==> config.mk <==
export PLATFORM = sky130hd
export DESIGN_NAME = assembler_source_tokenizer_flat
export DESIGN_NICKNAME = d
export VERILOG_FILES = /design/src/hdl/ast_pkg.sv /design/src/hdl/ast_if.sv /design/src/hdl/assembler_source_tokenizer.sv /design/src/hdl/ast_scanner.sv /design/src/hdl/ast_result_queue.sv /design/src/flat_wrapper.sv
export SDC_FILE = /design/constraint.sdc
export NUM_CORES = 1
export LEC_CHECK = 0
export ABC_AREA = 1
export ABC_CLOCK_PERIOD_IN_PS = 20300
export BUFFER_PORTS_ARGS = -buffer_cell sky130_fd_sc_hd__buf_4
export CAP_MARGIN = 10
export CORE_MARGIN = 3
export CORE_UTILIZATION = 50
export DETAILED_ROUTE_END_ITERATION = 6
export PLACE_DENSITY = 0.68
export SLEW_MARGIN = 0
export SYNTH_ARGS = -nofsm -noshare
export SYNTH_HDL_FRONTEND = slang
export SYNTH_SLANG_ARGS = --single-unit
==> constraint.sdc <==
create_clock -name clk -period 20.3 [get_ports clk]
set_input_delay 1.015 -clock clk [delete_from_list [all_inputs] [get_ports clk]]
set_output_delay 1.015 -clock clk [all_outputs]
set_load 0.01 [all_outputs]
==> src/hdl/ast_pkg.sv <==
// Shared types, constants and character-class helpers for the assembler source tokenizer.
// Depends on nothing; all hdl/ files but ast_if.sv refer to this package by scoped names.
package ast_pkg;

  // Characters with a special meaning to the scanner.
  localparam logic [7:0] CHAR_HASH       = 8'h23;
  localparam logic [7:0] CHAR_DOT        = 8'h2E;
  localparam logic [7:0] CHAR_UNDERSCORE = 8'h5F;
  localparam logic [7:0] CHAR_LF         = 8'h0A;
  localparam logic [7:0] CHAR_SPACE      = 8'h20;
  localparam logic [7:0] CHAR_TAB        = 8'h09;
  localparam logic [7:0] CHAR_CR         = 8'h0D;

  // Line counter and output fields saturate at this value.
  localparam logic [15:0] CAP16 = 16'hFFFF;

  // Token kind codes as they appear on the result channel.
  localparam logic [1:0] KIND_WORD   = 2'd0;
  localparam logic [1:0] KIND_DOT    = 2'd1;
  localparam logic [1:0] KIND_NUMBER = 2'd2;
  localparam logic [1:0] KIND_END    = 2'd3;

  // One byte can give at most this many tokens.
  localparam int MAX_RESULTS = 3;

  // Scanner modes, one-hot.
  typedef enum logic [4:0] {
    MODE_BETWEEN = 5'b00001,
    MODE_COMMENT = 5'b00010,
    MODE_NUMBER  = 5'b00100,
    MODE_DOT     = 5'b01000,
    MODE_WORD    = 5'b10000
  } mode_t;

  // One token as it leaves the block.
  typedef struct packed {
    logic [1:0]  token_kind;
    logic [15:0] token_start;
    logic [15:0] token_length;
    logic [15:0] token_line;
    logic        end_cause;
    logic        last_of_run;
  } result_t;

  // All tokens caused by one byte, handed from the scanner to the result queue.
  typedef struct packed {
    logic                        load;
    logic [1:0]                  count;
    result_t [MAX_RESULTS-1:0]   res;
  } bundle_t;

  // Queue status seen by the scanner.
  typedef struct packed {
    logic       can_load;
  } queue_status_t;

  function automatic logic is_digit(input logic [7:0] c);
    return (c >= 8'h30) && (c <= 8'h39);
  endfunction

  function automatic logic is_alpha(input logic [7:0] c);
    return ((c >= 8'h61) && (c <= 8'h7A)) || ((c >= 8'h41) && (c <= 8'h5A));
  endfunction

  function automatic logic is_alnum(input logic [7:0] c);
    return is_digit(c) || is_alpha(c);
  endfunction

  function automatic logic is_blank(input logic [7:0] c);
    return (c == CHAR_SPACE) || ((c >= CHAR_TAB) && (c <= CHAR_CR));
  endfunction

endpackage

==> src/hdl/ast_if.sv <==
// Valid/ready channel interfaces for the tokenizer: source bytes in, tokens out.
// Depends on nothing.
interface ast_in_if;
  logic       valid;
  logic       ready;
  logic [7:0] text_byte;
  logic       final_byte;

  modport source (output valid, output text_byte, output final_byte, input ready);
  modport sink   (input valid, input text_byte, input final_byte, output ready);
endinterface

interface ast_out_if;
  logic        valid;
  logic        ready;
  logic [1:0]  token_kind;
  logic [15:0] token_start;
  logic [15:0] token_length;
  logic [15:0] token_line;
  logic        end_cause;
  logic        last_of_run;

  modport source (output valid, output token_kind, output token_start, output token_length,
                  output token_line, output end_cause, output last_of_run, input ready);
  modport sink   (input valid, input token_kind, input token_start, input token_length,
                  input token_line, input end_cause, input last_of_run, output ready);
endinterface

==> src/hdl/assembler_source_tokenizer.sv <==
// Assembler source tokenizer. Takes one source byte per transfer and gives word, dot
// keyword, number and end-of-stream tokens with offset, length and line. A byte is
// accepted every cycle unless the result register is still busy; a byte that yields k
// tokens keeps the result register busy until all k have left, one per transfer, while
// one further byte waits in the input register. Tokens leave from the result register.
// Once the end token has gone, bytes are still accepted but give nothing until reset.
// Depends on ast_pkg, ast_if, ast_scanner and ast_result_queue.
module assembler_source_tokenizer #(
  parameter int POSITION_BITS = 16
) (
  input  logic      clk,
  input  logic      rst_n,
  ast_in_if.sink    in_bus,
  ast_out_if.source out_bus
);

  ast_pkg::bundle_t       bundle;
  ast_pkg::queue_status_t qstat;

  ast_scanner #(
    .POSITION_BITS(POSITION_BITS)
  ) u_scanner (
    .clk    (clk),
    .rst_n  (rst_n),
    .in_bus (in_bus),
    .qstat  (qstat),
    .bundle (bundle)
  );

  ast_result_queue u_queue (
    .clk     (clk),
    .rst_n   (rst_n),
    .bundle  (bundle),
    .qstat   (qstat),
    .out_bus (out_bus)
  );

  // A bundle is only handed over when the queue can take it.
  a_load_room: assert property (@(posedge clk) disable iff (!rst_n)
    bundle.load |-> qstat.can_load)
    else $error("token bundle loaded while the result queue was busy");

  // The end token is the final one until reset.
  a_end_last: assert property (@(posedge clk) disable iff (!rst_n)
    (out_bus.valid && out_bus.ready && (out_bus.token_kind == ast_pkg::KIND_END))
      |=> !out_bus.valid)
    else $error("token delivered after the end token");

  a_end_flag: assert property (@(posedge clk) disable iff (!rst_n)
    (out_bus.valid && (out_bus.token_kind == ast_pkg::KIND_END))
      |-> (out_bus.last_of_run && (out_bus.token_length == 16'd0)))
    else $error("end token not closing its run");

  a_token_shape: assert property (@(posedge clk) disable iff (!rst_n)
    (out_bus.valid && (out_bus.token_kind != ast_pkg::KIND_END))
      |-> (!out_bus.end_cause && (out_bus.token_length != 16'd0)))
    else $error("malformed token on the result channel");

endmodule

==> src/hdl/ast_scanner.sv <==
// Input register, scanner state and the single-pass step logic of the tokenizer.
// Depends on ast_pkg and ast_in_if.
module ast_scanner #(
  parameter int POSITION_BITS = 16
) (
  input  logic                   clk,
  input  logic                   rst_n,
  ast_in_if.sink                 in_bus,
  input  ast_pkg::queue_status_t qstat,
  output ast_pkg::bundle_t       bundle
);

  localparam int PB = POSITION_BITS;
  localparam int CW = (PB > 16) ? PB : 16;
  localparam logic [PB-1:0] POS_MAX = {PB{1'b1}};

  // Input register.
  logic       item_v_r;
  logic [7:0] byte_r;
  logic       final_r;

  // Scanner state.
  ast_pkg::mode_t mode_r, mode_nxt;
  logic [PB-1:0]  pos_r, pos_nxt;
  logic [15:0]    line_r, line_nxt;
  logic [PB-1:0]  pstart_r, pstart_nxt;
  logic [PB-1:0]  plen_r, plen_nxt;
  logic [15:0]    pline_r, pline_nxt;
  logic           done_r, done_nxt;

  logic           process;
  logic [1:0]     nres;

  // Clamp a position-wide value to the 16-bit output range.
  function automatic logic [15:0] clamp16(input logic [PB-1:0] v);
    logic [CW-1:0] wide;
    wide = CW'(v);
    return (wide > CW'(ast_pkg::CAP16)) ? ast_pkg::CAP16 : wide[15:0];
  endfunction

  function automatic logic [1:0] kind_of(input ast_pkg::mode_t m);
    logic [1:0] k;
    k = ast_pkg::KIND_WORD;
    if (m == ast_pkg::MODE_NUMBER) k = ast_pkg::KIND_NUMBER;
    else if (m == ast_pkg::MODE_DOT) k = ast_pkg::KIND_DOT;
    return k;
  endfunction

  function automatic logic is_token(input ast_pkg::mode_t m);
    return (m == ast_pkg::MODE_NUMBER) || (m == ast_pkg::MODE_DOT) ||
           (m == ast_pkg::MODE_WORD);
  endfunction

  // Step logic: what one byte does to the state and which tokens it gives.
  always_comb begin
    logic                             tok_mode;
    logic                             extend;
    logic                             fresh;
    logic                             stray;
    ast_pkg::mode_t                   mode_mid;
    ast_pkg::result_t [3:0]           cand;
    logic [3:0]                       cand_v;
    logic [1:0]                       n;

    mode_nxt   = mode_r;
    pos_nxt    = pos_r;
    line_nxt   = line_r;
    pstart_nxt = pstart_r;
    plen_nxt   = plen_r;
    pline_nxt  = pline_r;
    done_nxt   = done_r;
    tok_mode   = 1'b0;
    extend     = 1'b0;
    fresh      = 1'b0;
    stray      = 1'b0;
    mode_mid   = mode_r;
    cand       = '0;
    cand_v     = '0;
    n          = 2'd0;
    bundle.res = '0;

    if (!done_r) begin
      unique case (mode_r)
        ast_pkg::MODE_NUMBER: begin
          tok_mode = 1'b1;
          extend   = ast_pkg::is_digit(byte_r);
        end
        ast_pkg::MODE_DOT: begin
          tok_mode = 1'b1;
          extend   = ast_pkg::is_alnum(byte_r);
        end
        ast_pkg::MODE_WORD: begin
          tok_mode = 1'b1;
          extend   = ast_pkg::is_alnum(byte_r) || (byte_r == ast_pkg::CHAR_UNDERSCORE);
        end
        ast_pkg::MODE_COMMENT: begin
          fresh = (byte_r == ast_pkg::CHAR_LF);
        end
        default: begin
          fresh = 1'b1;
        end
      endcase

      // A token either grows or is closed and the byte is looked at afresh.
      if (tok_mode) begin
        if (extend) begin
          if (plen_r != POS_MAX) plen_nxt = plen_r + PB'(1);
        end else begin
          fresh    = 1'b1;
          cand_v[0] = 1'b1;
          cand[0].token_kind   = kind_of(mode_r);
          cand[0].token_start  = clamp16(pstart_r);
          cand[0].token_length = clamp16(plen_r);
          cand[0].token_line   = pline_r;
        end
      end

      // Fresh byte between tokens.
      if (fresh) begin
        mode_mid = ast_pkg::MODE_BETWEEN;
        if (ast_pkg::is_blank(byte_r)) begin
          if ((byte_r == ast_pkg::CHAR_LF) && (line_r != ast_pkg::CAP16))
            line_nxt = line_r + 16'd1;
        end else if (byte_r == ast_pkg::CHAR_HASH) begin
          mode_mid = ast_pkg::MODE_COMMENT;
        end else if (ast_pkg::is_digit(byte_r) || (byte_r == ast_pkg::CHAR_DOT) ||
                     ast_pkg::is_alpha(byte_r)) begin
          if (ast_pkg::is_digit(byte_r)) mode_mid = ast_pkg::MODE_NUMBER;
          else if (byte_r == ast_pkg::CHAR_DOT) mode_mid = ast_pkg::MODE_DOT;
          else mode_mid = ast_pkg::MODE_WORD;
          pstart_nxt = pos_r;
          plen_nxt   = PB'(1);
          pline_nxt  = line_r;
        end else begin
          stray = 1'b1;
        end
      end
      mode_nxt = mode_mid;

      if (stray) begin
        // A stray byte ends the stream at its own offset.
        cand_v[1] = 1'b1;
        cand[1].token_kind  = ast_pkg::KIND_END;
        cand[1].token_start = clamp16(pos_r);
        cand[1].token_line  = line_r;
        cand[1].end_cause   = 1'b1;
        done_nxt = 1'b1;
      end else begin
        if (pos_r != POS_MAX) pos_nxt = pos_r + PB'(1);
        if (final_r) begin
          // End of input flushes the open token, then the end token.
          if (is_token(mode_mid)) begin
            cand_v[2] = 1'b1;
            cand[2].token_kind   = kind_of(mode_mid);
            cand[2].token_start  = clamp16(pstart_nxt);
            cand[2].token_length = clamp16(plen_nxt);
            cand[2].token_line   = pline_nxt;
          end
          cand_v[3] = 1'b1;
          cand[3].token_kind  = ast_pkg::KIND_END;
          cand[3].token_start = clamp16(pos_nxt);
          cand[3].token_line  = line_nxt;
          mode_nxt = ast_pkg::MODE_BETWEEN;
          done_nxt = 1'b1;
        end
      end

      // Pack the tokens in order and mark the last one.
      for (int i = 0; i < 4; i++) begin
        if (cand_v[i] && (n != 2'd3)) begin
          bundle.res[n] = cand[i];
          n = n + 2'd1;
        end
      end
      if (n != 2'd0) bundle.res[n - 2'd1].last_of_run = 1'b1;
    end
    nres = n;

    // The bundle is handed over once the queue has room for it.
    bundle.count = n;
    bundle.load  = item_v_r && qstat.can_load && (n != 2'd0);
  end

  // A byte is consumed once its tokens have somewhere to go.
  assign process      = item_v_r && (qstat.can_load || (nres == 2'd0));
  assign in_bus.ready = !item_v_r || process;

  // Input register.
  always_ff @(posedge clk) begin
    if (!rst_n) begin
      item_v_r <= 1'b0;
    end else if (in_bus.valid && in_bus.ready) begin
      item_v_r <= 1'b1;
    end else if (process) begin
      item_v_r <= 1'b0;
    end
  end

  always_ff @(posedge clk) begin
    if (in_bus.valid && in_bus.ready) begin
      byte_r  <= in_bus.text_byte;
      final_r <= in_bus.final_byte;
    end
  end

  // Scanner state advances by one byte each time a byte is consumed.
  always_ff @(posedge clk) begin
    if (!rst_n) begin
      mode_r   <= ast_pkg::MODE_BETWEEN;
      pos_r    <= '0;
      line_r   <= 16'd1;
      pstart_r <= '0;
      plen_r   <= '0;
      pline_r  <= 16'd1;
      done_r   <= 1'b0;
    end else if (process) begin
      mode_r   <= mode_nxt;
      pos_r    <= pos_nxt;
      line_r   <= line_nxt;
      pstart_r <= pstart_nxt;
      plen_r   <= plen_nxt;
      pline_r  <= pline_nxt;
      done_r   <= done_nxt;
    end
  end

endmodule

==> src/hdl/ast_result_queue.sv <==
// Result register of the tokenizer: holds the up to three tokens of one byte and
// hands them out one transfer at a time. Depends on ast_pkg and ast_out_if.
module ast_result_queue (
  input  logic                   clk,
  input  logic                   rst_n,
  input  ast_pkg::bundle_t       bundle,
  output ast_pkg::queue_status_t qstat,
  ast_out_if.source              out_bus
);

  logic [1:0]                              count_r;
  ast_pkg::result_t [ast_pkg::MAX_RESULTS-1:0] slot_r;
  logic                                    take;

  assign take           = out_bus.valid && out_bus.ready;
  assign qstat.can_load = (count_r == 2'd0) || ((count_r == 2'd1) && out_bus.ready);

  // The head slot drives the channel.
  assign out_bus.valid        = (count_r != 2'd0);
  assign out_bus.token_kind   = slot_r[0].token_kind;
  assign out_bus.token_start  = slot_r[0].token_start;
  assign out_bus.token_length = slot_r[0].token_length;
  assign out_bus.token_line   = slot_r[0].token_line;
  assign out_bus.end_cause    = slot_r[0].end_cause;
  assign out_bus.last_of_run  = slot_r[0].last_of_run;

  // Count of tokens still waiting.
  always_ff @(posedge clk) begin
    if (!rst_n) begin
      count_r <= 2'd0;
    end else if (bundle.load) begin
      count_r <= bundle.count;
    end else if (take) begin
      count_r <= count_r - 2'd1;
    end
  end

  // A new bundle replaces the slots; otherwise a transfer shifts them forward.
  always_ff @(posedge clk) begin
    if (bundle.load) begin
      slot_r <= bundle.res;
    end else if (take) begin
      slot_r[0] <= slot_r[1];
      slot_r[1] <= slot_r[2];
    end
  end

endmodule

==> src/flat_wrapper.sv <==
// flat-port wrapper written by rule: the top's interface ports become plain ports
module assembler_source_tokenizer_flat 
#(
  parameter int POSITION_BITS = 16
)
  (clk, rst_n, in_bus_valid, in_bus_text_byte, in_bus_final_byte, in_bus_ready, out_bus_valid, out_bus_token_kind, out_bus_token_start, out_bus_token_length, out_bus_token_line, out_bus_end_cause, out_bus_last_of_run, out_bus_ready);
  ast_in_if in_bus_i ();
  ast_out_if out_bus_i ();
  input  logic clk;
  input  logic rst_n;
  input wire logic [$bits(in_bus_i.valid)-1:0] in_bus_valid;
  input wire logic [$bits(in_bus_i.text_byte)-1:0] in_bus_text_byte;
  input wire logic [$bits(in_bus_i.final_byte)-1:0] in_bus_final_byte;
  output wire logic [$bits(in_bus_i.ready)-1:0] in_bus_ready;
  output wire logic [$bits(out_bus_i.valid)-1:0] out_bus_valid;
  output wire logic [$bits(out_bus_i.token_kind)-1:0] out_bus_token_kind;
  output wire logic [$bits(out_bus_i.token_start)-1:0] out_bus_token_start;
  output wire logic [$bits(out_bus_i.token_length)-1:0] out_bus_token_length;
  output wire logic [$bits(out_bus_i.token_line)-1:0] out_bus_token_line;
  output wire logic [$bits(out_bus_i.end_cause)-1:0] out_bus_end_cause;
  output wire logic [$bits(out_bus_i.last_of_run)-1:0] out_bus_last_of_run;
  input wire logic [$bits(out_bus_i.ready)-1:0] out_bus_ready;
  assign in_bus_i.valid = in_bus_valid;
  assign in_bus_i.text_byte = in_bus_text_byte;
  assign in_bus_i.final_byte = in_bus_final_byte;
  assign in_bus_ready = in_bus_i.ready;
  assign out_bus_valid = out_bus_i.valid;
  assign out_bus_token_kind = out_bus_i.token_kind;
  assign out_bus_token_start = out_bus_i.token_start;
  assign out_bus_token_length = out_bus_i.token_length;
  assign out_bus_token_line = out_bus_i.token_line;
  assign out_bus_end_cause = out_bus_i.end_cause;
  assign out_bus_last_of_run = out_bus_i.last_of_run;
  assign out_bus_i.ready = out_bus_ready;
  assembler_source_tokenizer #(.POSITION_BITS(POSITION_BITS)) u_core (.clk(clk), .rst_n(rst_n), .in_bus(in_bus_i), .out_bus(out_bus_i));
endmodule
* Yosys cells after proc, flatten, opt, wreduce, memory -nomap -nowiden
Index checks and enable logic that the tools add are counted.
** Storage, ports and cells
- Bits in writable memories :: 0
- Latch bits :: 0
- Logic and storage cells :: 240
- Register bits after elaboration :: 254
- Output and inout port bits :: 54
- Input port bits :: 13
- Memories :: 0
- Bits in read-only memories :: 0
** Operators by class
- Multipliers :: 0
- $lt $le $gt $ge :: 22
- Reductions and logical operators :: 40
- Div/mod/pow operators :: 0
- Add/sub/neg operators :: 8
- Bitwise gates (word level) :: 2
- Shift-type cells :: 0
- Equal/unequal tests :: 19
- Mux-type cells :: 120
** Operator list (number)
- 156-bit two-way mux :: 7
- 156-bit bitwise mux :: 4
- 16-bit two-way mux :: 32
- 52-bit demux with 2-bit select :: 4
- 104-bit two-way mux :: 3
- 50-bit two-way mux :: 6
- 52-bit two-way mux :: 5
- 16-bit greater-than comparator (second input constant) :: 6
- 18-bit two-way mux :: 5
- 16-bit by 1-bit adder with 16-bit output (second input constant) :: 3
- 16-bit inequality test (second input constant) :: 3
- 5-bit two-way mux :: 9
- 17-bit two-way mux :: 2
- 2-bit two-way mux :: 15
- 1-bit two-way mux :: 26
- 8-bit by 6-bit == test with 1-bit output (second input constant) :: 3
- 1-bit logical AND :: 18
- 8-bit by 7-bit greater-or-equal comparator with 1-bit output (second input constant) :: 2
- 8-bit by 7-bit <= comparator with 1-bit output (second input constant) :: 2
- 2-bit by 3-bit < comparator with 1-bit output (second input constant) :: 4
- 1-bit logical OR :: 11
- 5-bit by 3-bit == test with 1-bit output (second input constant) :: 2
- 5-bit by 4-bit == test with 1-bit output (second input constant) :: 2
- 5-bit == test (second input constant) :: 2
- other kinds (21) :: 35

* Depth between registers and ports, before layout
Gate-level depths: netlist of run 1.
- Depth in word-level cells :: 35
- Gate-level depth with buffers :: 31
- Gate-level depth less buffers :: 25

* Modules after synthesis
Synthesis of run 1 repeated with hierarchy kept, for this count alone.
** Unflattened totals
- Cell total of the unflattened synthesis :: 2158
- Area, all modules :: 15546.2 µm²
** Modules (own cells, without submodules)
- ast_scanner :: instances 1, area an instance 9048.7 µm², seq. area each 2011.9 µm², cells an instance 1591
- ast_result_queue :: instances 1, area an instance 6497.5 µm², seq. area each 4724.5 µm², cells an instance 567

* Worst setup path after synthesis of run 1
No wires, ideal clock.
- Kind :: register to register
- Start point :: register u_core.u_scanner.byte_r[1]
- End point :: register u_core.u_queue.slot_r (netlist bit u_core.u_queue.out_bus.end_cause), enable pin
- Clock period less this slack :: 6.778 ns
- Buffers on the path :: 6
- Stages on the path, launching flop included :: 29
- Arrival time :: 6.311 ns
- Setup time :: 0.466 ns
- Setup slack :: 13.522 ns
- Cells stage by stage :: edfxtp_1 -> nor2_1 -> nand2_1 -> nand2_1 -> nand2_1 -> nand3_1 -> nand4_4 -> nand2_2 -> nand3_2 -> nor2_4 -> buf_1 -> ha_1 -> inv_1 -> nand4_1 -> clkbuf_1 -> inv_1 -> buf_2 -> buf_2 -> a21oi_1 -> inv_1 -> ha_1 -> or2_1 -> nand2_1 -> nand2_1 -> nand2_2 -> nand2_2 -> buf_2 -> buf_2 -> nand2_1
** Between the ends
- Longest elaborated chain between the ends :: 30
- Elaborated cells between the ends (all ways) :: 76
- Those cells by class :: add/sub (3); order compare (8); eq/ne (11); mux (36); reduce/logical (18)
** Ends and longest elaborated chain
- start, declared :: line ast_scanner.sv:19 : logic [7:0] byte_r;
- start signal, assigned :: line ast_scanner.sv:201 : byte_r <= in_bus.text_byte;
- branches (longest 24 deep; another with 8-bit by 7-bit greater-or-equal comparator with 1-bit output)
- 2-bit two-way mux * :: line ast_scanner.sv:170 : if (cand_v[i] && (n != 2'd3)) begin
- 2-bit two-way mux * (2 in series) :: line ast_scanner.sv:82 : if (!done_r) begin
- 2-bit nonzero test * :: line ast_scanner.sv:181 : bundle.load = item_v_r && qstat.can_load && (n != 2'd0);
- 1-bit logical AND * :: line ast_scanner.sv:181
- 2-bit nonzero test (no line) *
- end signal, assigned :: line ast_result_queue.sv:41 : slot_r <= bundle.res;
- end, declared :: line ast_result_queue.sv:12 : ast_pkg::result_t [ast_pkg::MAX_RESULTS-1:0] slot_r;
Mark *: on every way between the ends. The select of a mux whose other input is x is not followed.
A chain may end at the register's enable or synchronous reset.

* Final worst setup path of run 1
- Start point :: register u_core.u_scanner.byte_r[1]
- End point :: register u_core.u_queue.slot_r (netlist bit u_core.u_queue.out_bus.token_length[5]), enable pin
Same word-level chain as after synthesis.

==> results.md, run 1 <==
* Crit-path cells: nor2_1 > nand2_1 > nand2_1 > nand2_1 > nand3_1 > nand4_4 > nand2_2 > nand3_2 > nor2_4 > buf_4 > inv_2 > ha_1 > nand4_1 > buf_4 > nand3_1 > nand3_1 > nand2_2 > nand2_4 > buf_4 > nand2_4 > buf_4
* DP Wirelength at 26200 um
* Core area at just under 30000 um^2
* WP data required at 20.45 ns
* Register area share after synthesis at 0.443
* Filler Cell Count at between 2000 and 3000
* Final nets at 2019
* Final period utilization at 0.374
* Row count at 63
* Largest family of logic cells by synthesized area: simple AND/OR/NAND/NOR gates
* Initial Util at 0.510
* First-pass GRT wire length at about 70000 um
* Antenna Cells at 0
* CP max-delay cell: buf_4
* Share of cells above drive strength 1 at 0.0789
* Synthesized flop and latch total at between 200 and 300
* H-Tree Depth at 1
* Clock Skews at just over 0.01 ns
* Post-CTS resize count at 0
* Max Freq at between 100 and 150 MHz
* Post-synthesis mux area share at 0.000661
* Largest cells by area after synthesis: edfxtp_1 (33%), nand2_1 (13%), dfxtp_1 (12%)
* TNS Setup at 0 ns
* PwrDens at about 120 nW/um^2
* Met3 Resource Use GR at 0.0478
* Vias in the first global route at ~13000
* Initial antenna violation count at 1
* CP arrival at between 7 and 8 ns
* Slew Viols, Final at 0
* Via density at approximately 5.7
* Sw Pwr at about 0.76 mW
* Clock tree buffer depth at 3
* Port-buffer cells at 66
* Max stage delay on crit path at around 0.84 ns
* CTS root buffer: clkbuf_16
* CTS buffer count at 29
* Final min period at ~7.6 ns
* Grt ovf at 0
* Simple-gate share of the synthesized area at 0.259
* Internal power at about 1.2 mW
* WL/cell at 18.2 um
* Clock power frac at 0.237
* Final setup fails at 0
* Die X at between 150 and 200 um
* Post-Syn Area at approximately 15000 um^2
* Mapped Avg Cell Area at about 7.4 um^2
* Routed wire length at 43800 um
* Largest net degree at the start of global routing at ~90
* Hold buffer count at cts at 0
* Cell taking the most area after synthesis: edfxtp_1
* Drc violations at 0
* Vias at approximately 14000
* Total Routing Usage GR at 0.265
* CTS clk-pin slew, worst paths at about 0.060 ns
* Met2 usage at 0.407
* Yosys cell types at 44
* Setup bufs post-CTS at 0
* Post-Synth XOR/XNOR Area at 0.0173
* Detailed-router iteration count before antenna repair at 6
* Synth Area in Compound Gates at 0.154
* Synth Instances at approximately 2000
* Crit. End Element: flop
* Area occupied by multi-input gates at ~6700 um^2
* Bufs and invs on worst path at 5
* Reg power frac at 0.414
* Top-area cell type share of the netlist area at 0.325
* Register Area at ~6700 um^2
* Crit-path leading delay family: simple AND/OR/NAND/NOR gates
* Layout Area Growth over Synthesis at 6.68%
* RSZ-0062 raised after global routing: no
* Hold Slack at 0.506 ns
* Critical Path Start Type: flop
* Clk Latency, worst-skew pair at approximately 0.55 ns
* Tightest Hold Check Type: flop to flop
* Max VDD drop at about 0.000064 V
* Outcome: finished, final reports clean
* Setup CP Type: flop to flop
* Leakage at ~6.8 nW
* Top Usage Layer GRT: met2
* Worst slew margin at 0.249
* Gpl congestion at between 0.8 and 0.9
* Cell mode on critical path: buf_4
* Die span in y at between 150 and 200 um
* Final count of hold timing violations at 0
* GRT met1 Usage at 0.388
* Crit path max fanout at a little under 90
* Post-DRT Antenna Nets at 0
* Adder-cell area share of the yosys netlist at 0.00909
* Number of warnings issued by yosys at 0
* Switching share of total power at 0.388
* Die area at about 32000 um^2
* Combinational Power Share at 0.348
* Iteration-0 DRC Markers at ~1900
* Io pins at 67
* Max-Cap Viols at 0
* TritonCTS clock tree: yes
* Worst-Margin Slew at around 1.1 ns
* Post-Syn Nets at between 2000 and 2500
* Sink Count at 253
final timing paths:
check | start | endpoint | slack [ns] | cells past startpoint
hold / removal | u_core.u_scanner.pline_r[0] | u_core.u_scanner.pline_r[0] | 0.51 | 2
setup / recovery | u_core.u_scanner.byte_r[1] | u_core.u_queue.out_bus.token_length[5] | 12.72 | 21
hold reg to reg | u_core.u_scanner.pline_r[0] | u_core.u_scanner.pline_r[0] | 0.51 | 2
setup reg to reg | u_core.u_scanner.byte_r[1] | u_core.u_queue.out_bus.token_length[5] | 12.72 | 21
layout by cell type (no fill, tap or decap), types with 17 or more instances in the layout:
cell type / Yosys / final
nand2_1: 520 / 518
nor2_1: 237 / 235
o21ai_0: 226 / 226
inv_1: 203 / 203
edfxtp_1: 164 / 164
dfxtp_1: 89 / 89
a21oi_1: 86 / 86
buf_4: 54 / 84
nand3_1: 65 / 64
nand4_1: 54 / 54
o31ai_1: 39 / 39
nor3_1: 33 / 33
xor2_1: 30 / 30
clkbuf_16: 0 / 29
o22ai_1: 26 / 26
o21ai_1: 18 / 18
a31oi_1: 17 / 17
metal layers:
metal	vias to the layer above	routed length, um
li1	6642	-
met1	6339	19200
met2	733	18800
met3	75	4820
met4	2	922
met5	-	13
power groups by stage:
stage | logic [mW] | registers, mW | clock network (mW)
3_5_place_dp | 0.674 | 0.824 | 0
3_3_place_gp | 0.662 | 0.819 | 0
6_report | 0.684 | 0.815 | 0.467
2_1_floorplan | 0.521 | 0.801 | 0
5_1_grt | 0.767 | 0.828 | 0.497
4_1_cts | 0.678 | 0.813 | 0.474
cell usage after synthesis, drive strengths merged:
master  count
a21boi      1
a21o        2
a21oi      87
a31oi      17
and2        1
buf       101
clkbuf     78
clkinv      2
dfxtp      89
edfxtp    164
ha         11
inv       218
mux2i       1
nand2     526
nand3      69
nand3b      1
nand4      56
nor2      240
nor2b       3
nor3       34
nor3b       1
nor4        4
o211ai      8
o21a        2
o21ai     244
o22ai      26
o31ai      39
or2         4
xor2       30
stage by stage:
stage / utilization / setup slack, ns / total power, mW / std cells / instance area, um^2
floorplan: - / 13.52 / 1.32 / 2059 / 15100
global placement: 0.516 / 13.03 / 1.48 / 2354 / 15300
detailed placement: 0.516 / 12.80 / 1.50 / 2354 / 15300
CTS: 0.544 / 12.77 / 1.96 / 2405 / 16200
global route: 0.544 / 12.12 / 2.09 / 2405 / 16200
finish: 0.544 / 12.72 / 1.97 / 2405 / 16200
state kept, by name (all words and copies together), names as in the netlist, 8 cells and up:
signal	cells
u_core.u_scanner.pstart_r	16
u_core.u_scanner.pos_r	16
u_core.u_scanner.pline_r	16
u_core.u_queue.out_bus.token_start	16
u_core.u_scanner.byte_r	8
u_core.u_scanner.plen_r	16
u_core.u_queue.slot_r	103
u_core.u_scanner.line_r	16
u_core.u_queue.out_bus.token_line	16
u_core.u_queue.out_bus.token_length	16
worst register-to-register path: cells and delay by family (launching register included):
| family | cells | cell delay, ns |
|---|---|---|
| buf+inv | 5 | 2.60 |
| fa+ha+maj | 1 | 0.35 |
| flops | 1 | 0.47 |
| simple gates | 15 | 3.70 |
final cells by class:
type                    count  area share
clock buffers              35      0.0463
clock inverters            16     0.00434
inverters                 220      0.0512
multi-input cells        1407       0.414
flip-flops and latches    253       0.415
well taps                 390      0.0302
repair buffers             84      0.0390
cell families after synthesis:
| group | Yosys count |
|---|---|
| flip-flops | 253 |
| AO/OA/AOI/OAI | 426 |
| XOR/XNOR | 30 |
| multiplexers | 1 |
| AND/OR/NAND/NOR | 939 |
| adder cells (fa/ha/maj) | 11 |
| buffers and inverters | 399 |
(Power assumes the default switching activity.)
==> run 2, diff against run 1 <==
- ABC_CLOCK_PERIOD_IN_PS: 20300 -> 7700
- clock period: 20.3 -> 7.7 ns (I/O delays scaled with it)
==> run 2 against run 1 <==
  * Wire length up 0.71%
  * Critical endpoint is now u_core.u_queue.out_bus.token_start[15]
  * Total power rose to 2.7 times the previous value
  * Clock power rose to 2.9 times the previous value
  * Hold slack worse by 0.37 ns
  * Flip-flop and latch count unchanged
  * Register-to-register slack worse by 11 ns
  * First-iteration DRC count down 5.8%
  * Via count up 0.62%
  * Combinational power rose to 2.7 times the previous value
  * Clock-buffer cell count up 4
  * Fmax up 32%
  * Critical path depth up 2
==> results.md, run 2 (same netlist as run 1, synthesis figures left out) <==
* Total Routing Usage GR at 0.264
* Reg-to-Reg End: u_core.u_queue.out_bus.token_start[15]
* Sink Count at between 200 and 300
* Initial Util at 0.510
* CTS root buffer: clkbuf_16
* WHS Path Cells at 3
* Share of cells above drive strength 1 at 0.0842
* Final setup margin at roughly 2.0 ns
* Worst-Margin Slew at about 1.1 ns
* CP max-delay cell: clkinv_2
* CP arrival at between 6 and 7 ns
* Crit. End Element: flop
* Max stage delay on crit path at 0.61 ns
* PwrDens at ~330 nW/um^2
* Detailed-router iteration count before antenna repair at 6
* WHS Endpoint: u_core.u_scanner.item_v_r
* Slew Viols, Final at 0
* Routed wire length at 44100 um
* H-Tree Depth at 1
* Most frequent cells in the layout: nand2_1 (519), nor2_1 (235), o21ai_0 (226)
* Worst Hold Launch: in_bus_valid
* Drc violations at 0
* Port-buffer cells at 66
* Final min period at roughly 5.7 ns
* CTS buffer count at 29
* Cells after DPL at 2359
* Final period utilization at 0.747
* Bufs and invs on worst path at 6
* Critical Path Start Type: flop
* Die X at 180 um
* Io pins at 67
* DP Wirelength at around 26000 um
* Antenna Cells at 0
* Crit-path leading delay family: buffers and inverters
* WL/cell at ~18 um
* WP data required at about 8.0 ns
* Layout Area Growth over Synthesis at 8.55%
* Gpl congestion at between 0.8 and 0.9
* Largest net degree at the start of global routing at 168
* Outcome: finished, final reports clean
* Crit-path cells: nor2_1 > nand2_1 > nand2_1 > nand2_1 > nand3_1 > nand4_4 > buf_4 > nand2_2 > nand3_2 > nor2_4 > buf_4 > inv_2 > ha_1 > nand4_1 > buf_4 > nand3_1 > nand3_1 > nand2_2 > nand2_4 > clkinv_2 > buf_4 > nor2_1 > a31oi_1
* Vias in the first global route at around 13000
* Finished Layout Cells at 2422
* Fin area at around 16000 um^2
* Final nets at between 2000 and 2500
* Max Freq at between 150 and 200 MHz
* Die span in y at roughly 180 um
* Clock tree buffer depth at 3
* Most common cell after layout, fill and taps aside: nand2_1
* Clk Latency, worst-skew pair at 0.56 ns
* Grt ovf at 0
* Vias at 13900
* Flop2flop setup slack at 1.95 ns
* Final setup fails at 0
* Post-CTS resize count at 0
* Worst slew margin at 0.248
* TritonCTS clock tree: yes
* Placed instance area at 15400 um^2
* Reg with most FFs: u_core.u_queue.slot_r
* Tightest Hold Check Type: primary input to flop
* Final count of hold timing violations at 0
* First-pass GRT wire length at 70600 um
* Max VDD drop at 0.000188 V
* TNS Setup at 0 ns
* Reg2reg start: u_core.u_scanner.byte_r[1]
* Leakage at slightly below 7 nW
* Crit path max fanout at 56
* Final Power at about 5.3 mW
* Clock Skews at about 0.029 ns
* Util after Layout at 0.553
* Setup bufs post-CTS at 0
* Die area at around 32000 um^2
* Core area at 29700 um^2
* Iteration-0 DRC Markers at 1761
* Initial antenna violation count at 0
* Post-Place Worst Slack at about 2.1 ns
* CTS clk-pin slew, worst paths at ~0.060 ns
* Max-Cap Viols at 0
* Hold Slack at approximately 0.14 ns
* Via density at ~5.7
* RSZ-0062 raised after global routing: no
* Post-DRT Antenna Nets at 0
* Setup CP Type: flop to flop
* Cell mode on critical path: buf_4
* Max reg flops at approximately 100
* Row count at 63
* Cell depth of the worst flop-to-flop path at 23
[run 2: routing by layer]
layer,up-vias,global-route usage,share of wire
met4,0,0.0663,0.018
li1,6663,-,-
met1,6447,0.390,0.44
met3,76,0.0408,0.10
met2,690,0.410,0.44
met5,-,0,0
[run 2: worst max path at each step]
stage                                              to  cells after the start                  startpoint  slack, ns
4_1_cts        u_core.u_queue.out_bus.token_start[15]                     23  u_core.u_scanner.byte_r[1]       2.02
2_1_floorplan        u_core.u_queue.out_bus.end_cause                     28  u_core.u_scanner.byte_r[1]       0.92
3_5_place_dp   u_core.u_queue.out_bus.token_start[15]                     23  u_core.u_scanner.byte_r[1]       2.06
3_3_place_gp   u_core.u_queue.out_bus.token_start[13]                     23  u_core.u_scanner.byte_r[1]       2.17
6_report       u_core.u_queue.out_bus.token_start[15]                     23  u_core.u_scanner.byte_r[1]       1.95
5_1_grt        u_core.u_queue.out_bus.token_start[15]                     23  u_core.u_scanner.byte_r[3]       1.57
[run 2: what timing repair did]
action	CTS	global route
endpoints found under the hold margin	9	0
setup endpoints to repair	0	0
hold buffers	9	0
[run 2: worst reg2reg max path, cell delays in order, from the launching register on]
cell and delay (ns):
edfxtp_1 0.48, nor2_1 0.18, nand2_1 0.09, nand2_1 0.06, nand2_1 0.06, nand3_1 0.13, nand4_4 0.08, buf_4 0.31
nand2_2 0.29, nand3_2 0.15, nor2_4 0.10, buf_4 0.46, inv_2 0.12, ha_1 0.35, nand4_1 0.12, buf_4 0.57
nand3_1 0.26, nand3_1 0.18, nand2_2 0.13, nand2_4 0.11, clkinv_2 0.61, buf_4 0.49, nor2_1 0.11, a31oi_1 0.05
[run 2: where the power goes]
group / internal [mW] / leakage [nW] / total (mW) / switching (mW)
clock network: 0.787 / 0.450 / 1.36 / 0.570
registers: 1.95 / 2.29 / 2.15 / 0.200
logic: 0.567 / 4.18 / 1.84 / 1.27
[run 2: layout make-up]
cell class	instances	area [um^2]
Multi-Input combinational cell	1407	6690
Inverter	220	827
Timing Repair Buffer	98	808
Sequential cell	253	6710
Tap cell	390	488
Clock inverter	15	133
Fill cell	2785	13300
Clock buffer	39	793
==> run 3, diff against run 2 <==
- ABC_CLOCK_PERIOD_IN_PS: 7700 -> 5000
- PLACE_DENSITY: 0.68 -> 0.7
- clock period: 7.7 -> 5 ns (I/O delays scaled with it)
==> run 3 against run 2 <==
  * The run now ends with design-rule violations left
  * Combinational power rose by 59%
  * Die area did not move
  * Total power rose by 54%
  * Non-clock buffer count rose by 11
  * Register-to-register slack got worse by 1.5 ns
  * Clock power rose by 49%
  * Final cell count rose by 0.41%
  * First-iteration DRC count rose by 9.8%
  * Sequential power rose by 54%
  * Largest cell class unchanged
  * Largest power group unchanged
  * Highest routed layer is now met5
==> results.md, run 3 (same netlist as run 1, synthesis figures left out) <==
* Flop2flop setup slack at roughly 0.46 ns
* Routed wire length at between 40000 and 50000 um
* CTS clk-pin slew, worst paths at roughly 0.06 ns
* WHS Endpoint: u_core.u_scanner.pline_r[0]
* Worst slew margin at 0.407
* Io pins at 67
* H-Tree Depth at 1
* Reg2reg start: u_core.u_scanner.byte_r[3]
* Max stage delay on crit path at 0.52 ns
* Initial antenna violation count at 2
* Max reg flops at a little over 100
* Final nets at slightly above 2000
* Antenna Cells at 0
* Most frequent cells in the layout: nand2_1 (519), nor2_1 (235), o21ai_0 (226)
* Final count of hold timing violations at 0
* Max VDD drop at about 0.00027 V
* Clock tree buffer depth at 3
* WP data required at about 5.3 ns
* Final setup fails at 0
* Crit path max fanout at 65
* Outcome: complete, but fails checks
* Filler Cell Count at about 2700
* Slew Viols, Final at 0
* Critical Path Start Type: flop
* Vias in the first global route at roughly 13000
* Leakage at between 6 and 7 nW
* Initial Util at 0.510
* Worst Hold Launch: rst_n
* WHS Path Cells at 2
* Layout Area Growth over Synthesis at 8.96%
* Final period utilization at 0.909
* Crit-path cells: nor2_1 > nand2_1 > nand2_1 > nand2_1 > nand3_1 > nand4_4 > nand2_2 > nand3_2 > nor2_4 > inv_2 > ha_1 > nand2_1 > nand4_2 > nand2_1 > inv_2 > ha_1 > or2_1 > nand2_1 > nand2_1 > nand2_2 > nand2_4 > buf_4 > o31ai_1
* Core area at roughly 30000 um^2
* PwrDens at approximately 500 nW/um^2
* Fin area at roughly 17000 um^2
* Setup CP Type: flop to flop
* Max Freq at approximately 220 MHz
* Total Routing Usage GR at 0.276
* Drc violations at 3
* Cell depth of the worst flop-to-flop path at 23
* Final min period at ~4.5 ns
* Die X at approximately 180 um
* CTS buffer count at 29
* RSZ-0062 raised after global routing: no
* First-pass GRT wire length at between 70000 and 80000 um
* Row count at 63
* Grt ovf at 0
* Iteration-0 DRC Markers at 1934
* Detailed-router iteration count before antenna repair at 7
* Vias at 14100
* Share of cells above drive strength 1 at 0.0867
* CP max-delay cell: o31ai_1
* Worst-Margin Slew at 0.886 ns
* CTS root buffer: clkbuf_16
* CP arrival at slightly below 5 ns
* DP Wirelength at 28700 um
* TNS Setup at 0 ns
* Port-buffer cells at 66
* Clk Latency, worst-skew pair at just under 0.6 ns
* TritonCTS clock tree: yes
* Die area at between 30000 and 40000 um^2
* Gpl congestion at between 0.9 and 1
* Most common cell after layout, fill and taps aside: nand2_1
* Clock Skews at around 0.023 ns
* WL/cell at ~19 um
* Max-Cap Viols at 0
* Largest net degree at the start of global routing at 79
* Reg with most FFs: u_core.u_queue.slot_r
* Reg-to-Reg End: u_core.u_queue.out_bus.token_length[9]
* Violated checks: design-rule violations
* Crit. End Element: flop
* Post-DRT Antenna Nets at 0
* Placed instance area at 15500 um^2
* Sink Count at 253
* Die span in y at 180 um
* Cell mode on critical path: nand2_1
* Via density at between 5 and 6
* Tightest Hold Check Type: primary input to flop
## run 3: per-stage QoR
stage               instances   util  total power [mW]  worst slack [ns]  hold WS [ns]
floorplan                2059      -              5.34           0.00552         0.349
detailed placement       2369  0.522              6.20             0.395         0.430
CTS                      2432  0.555              8.22             0.394        0.0760
global placement         2369  0.522              6.13             0.590         0.430
finish                   2432  0.555              8.25             0.457        0.0775
global route             2432  0.555              8.72            0.0488        0.0942
## run 3: layer usage
metal	share of wire	up-vias	global-route usage	wire length (um)
met5	0.00055	-	0	25
met4	0.031	4	0.0817	1430
met3	0.13	116	0.0694	5840
met2	0.41	839	0.402	18600
met1	0.43	6431	0.409	19900
li1	-	6693	-	-
## run 3: worst max-delay path by stage
stage | cells after the start | from | to
2_1_floorplan | 28 | u_core.u_scanner.byte_r[1] | u_core.u_queue.slot_r[88]
3_3_place_gp | 23 | u_core.u_scanner.byte_r[7] | u_core.u_queue.out_bus.token_line[2]
4_1_cts | 25 | u_core.u_scanner.byte_r[3] | u_core.u_queue.slot_r[103]
6_report | 23 | u_core.u_scanner.byte_r[3] | u_core.u_queue.out_bus.token_length[9]
3_5_place_dp | 25 | u_core.u_scanner.byte_r[3] | u_core.u_queue.out_bus.token_line[0]
5_1_grt | 26 | u_core.u_scanner.byte_r[3] | u_core.u_scanner.pos_r[8]
## run 3: power by group
group	total, mW	leakage [nW]	switching [mW]	internal [mW]
clock	2.02	0.435	0.889	1.13
combinational	2.93	4.24	2.02	0.904
sequential	3.31	2.29	0.310	3.00
## run 3: final cells by class
cell class	instances	area (um^2)	share of cell area
clock buffers	38	769	0.0466
clock inverters	15	111	0.00675
inverters	220	828	0.0502
multi-input cells	1407	6690	0.406
flip-flops and latches	253	6710	0.406
well taps	390	488	0.0296
repair buffers	109	906	0.0549
## run 3: critical path, delay by kind of cell (launching register included)
kind,cells,cell delay (ns)
buf+inv,3,0.46
flops,1,0.48
simple gates,17,2.22
fa+ha+maj,2,0.59
compound gates,1,0.52
## run 3: timing repair
item                                    CTS  global route
buffers inserted                          0             0
gates resized for setup                   0             1
hold buffers                             10             0
endpoints found under the setup margin    0            11
hold endpoints to repair                 10             0
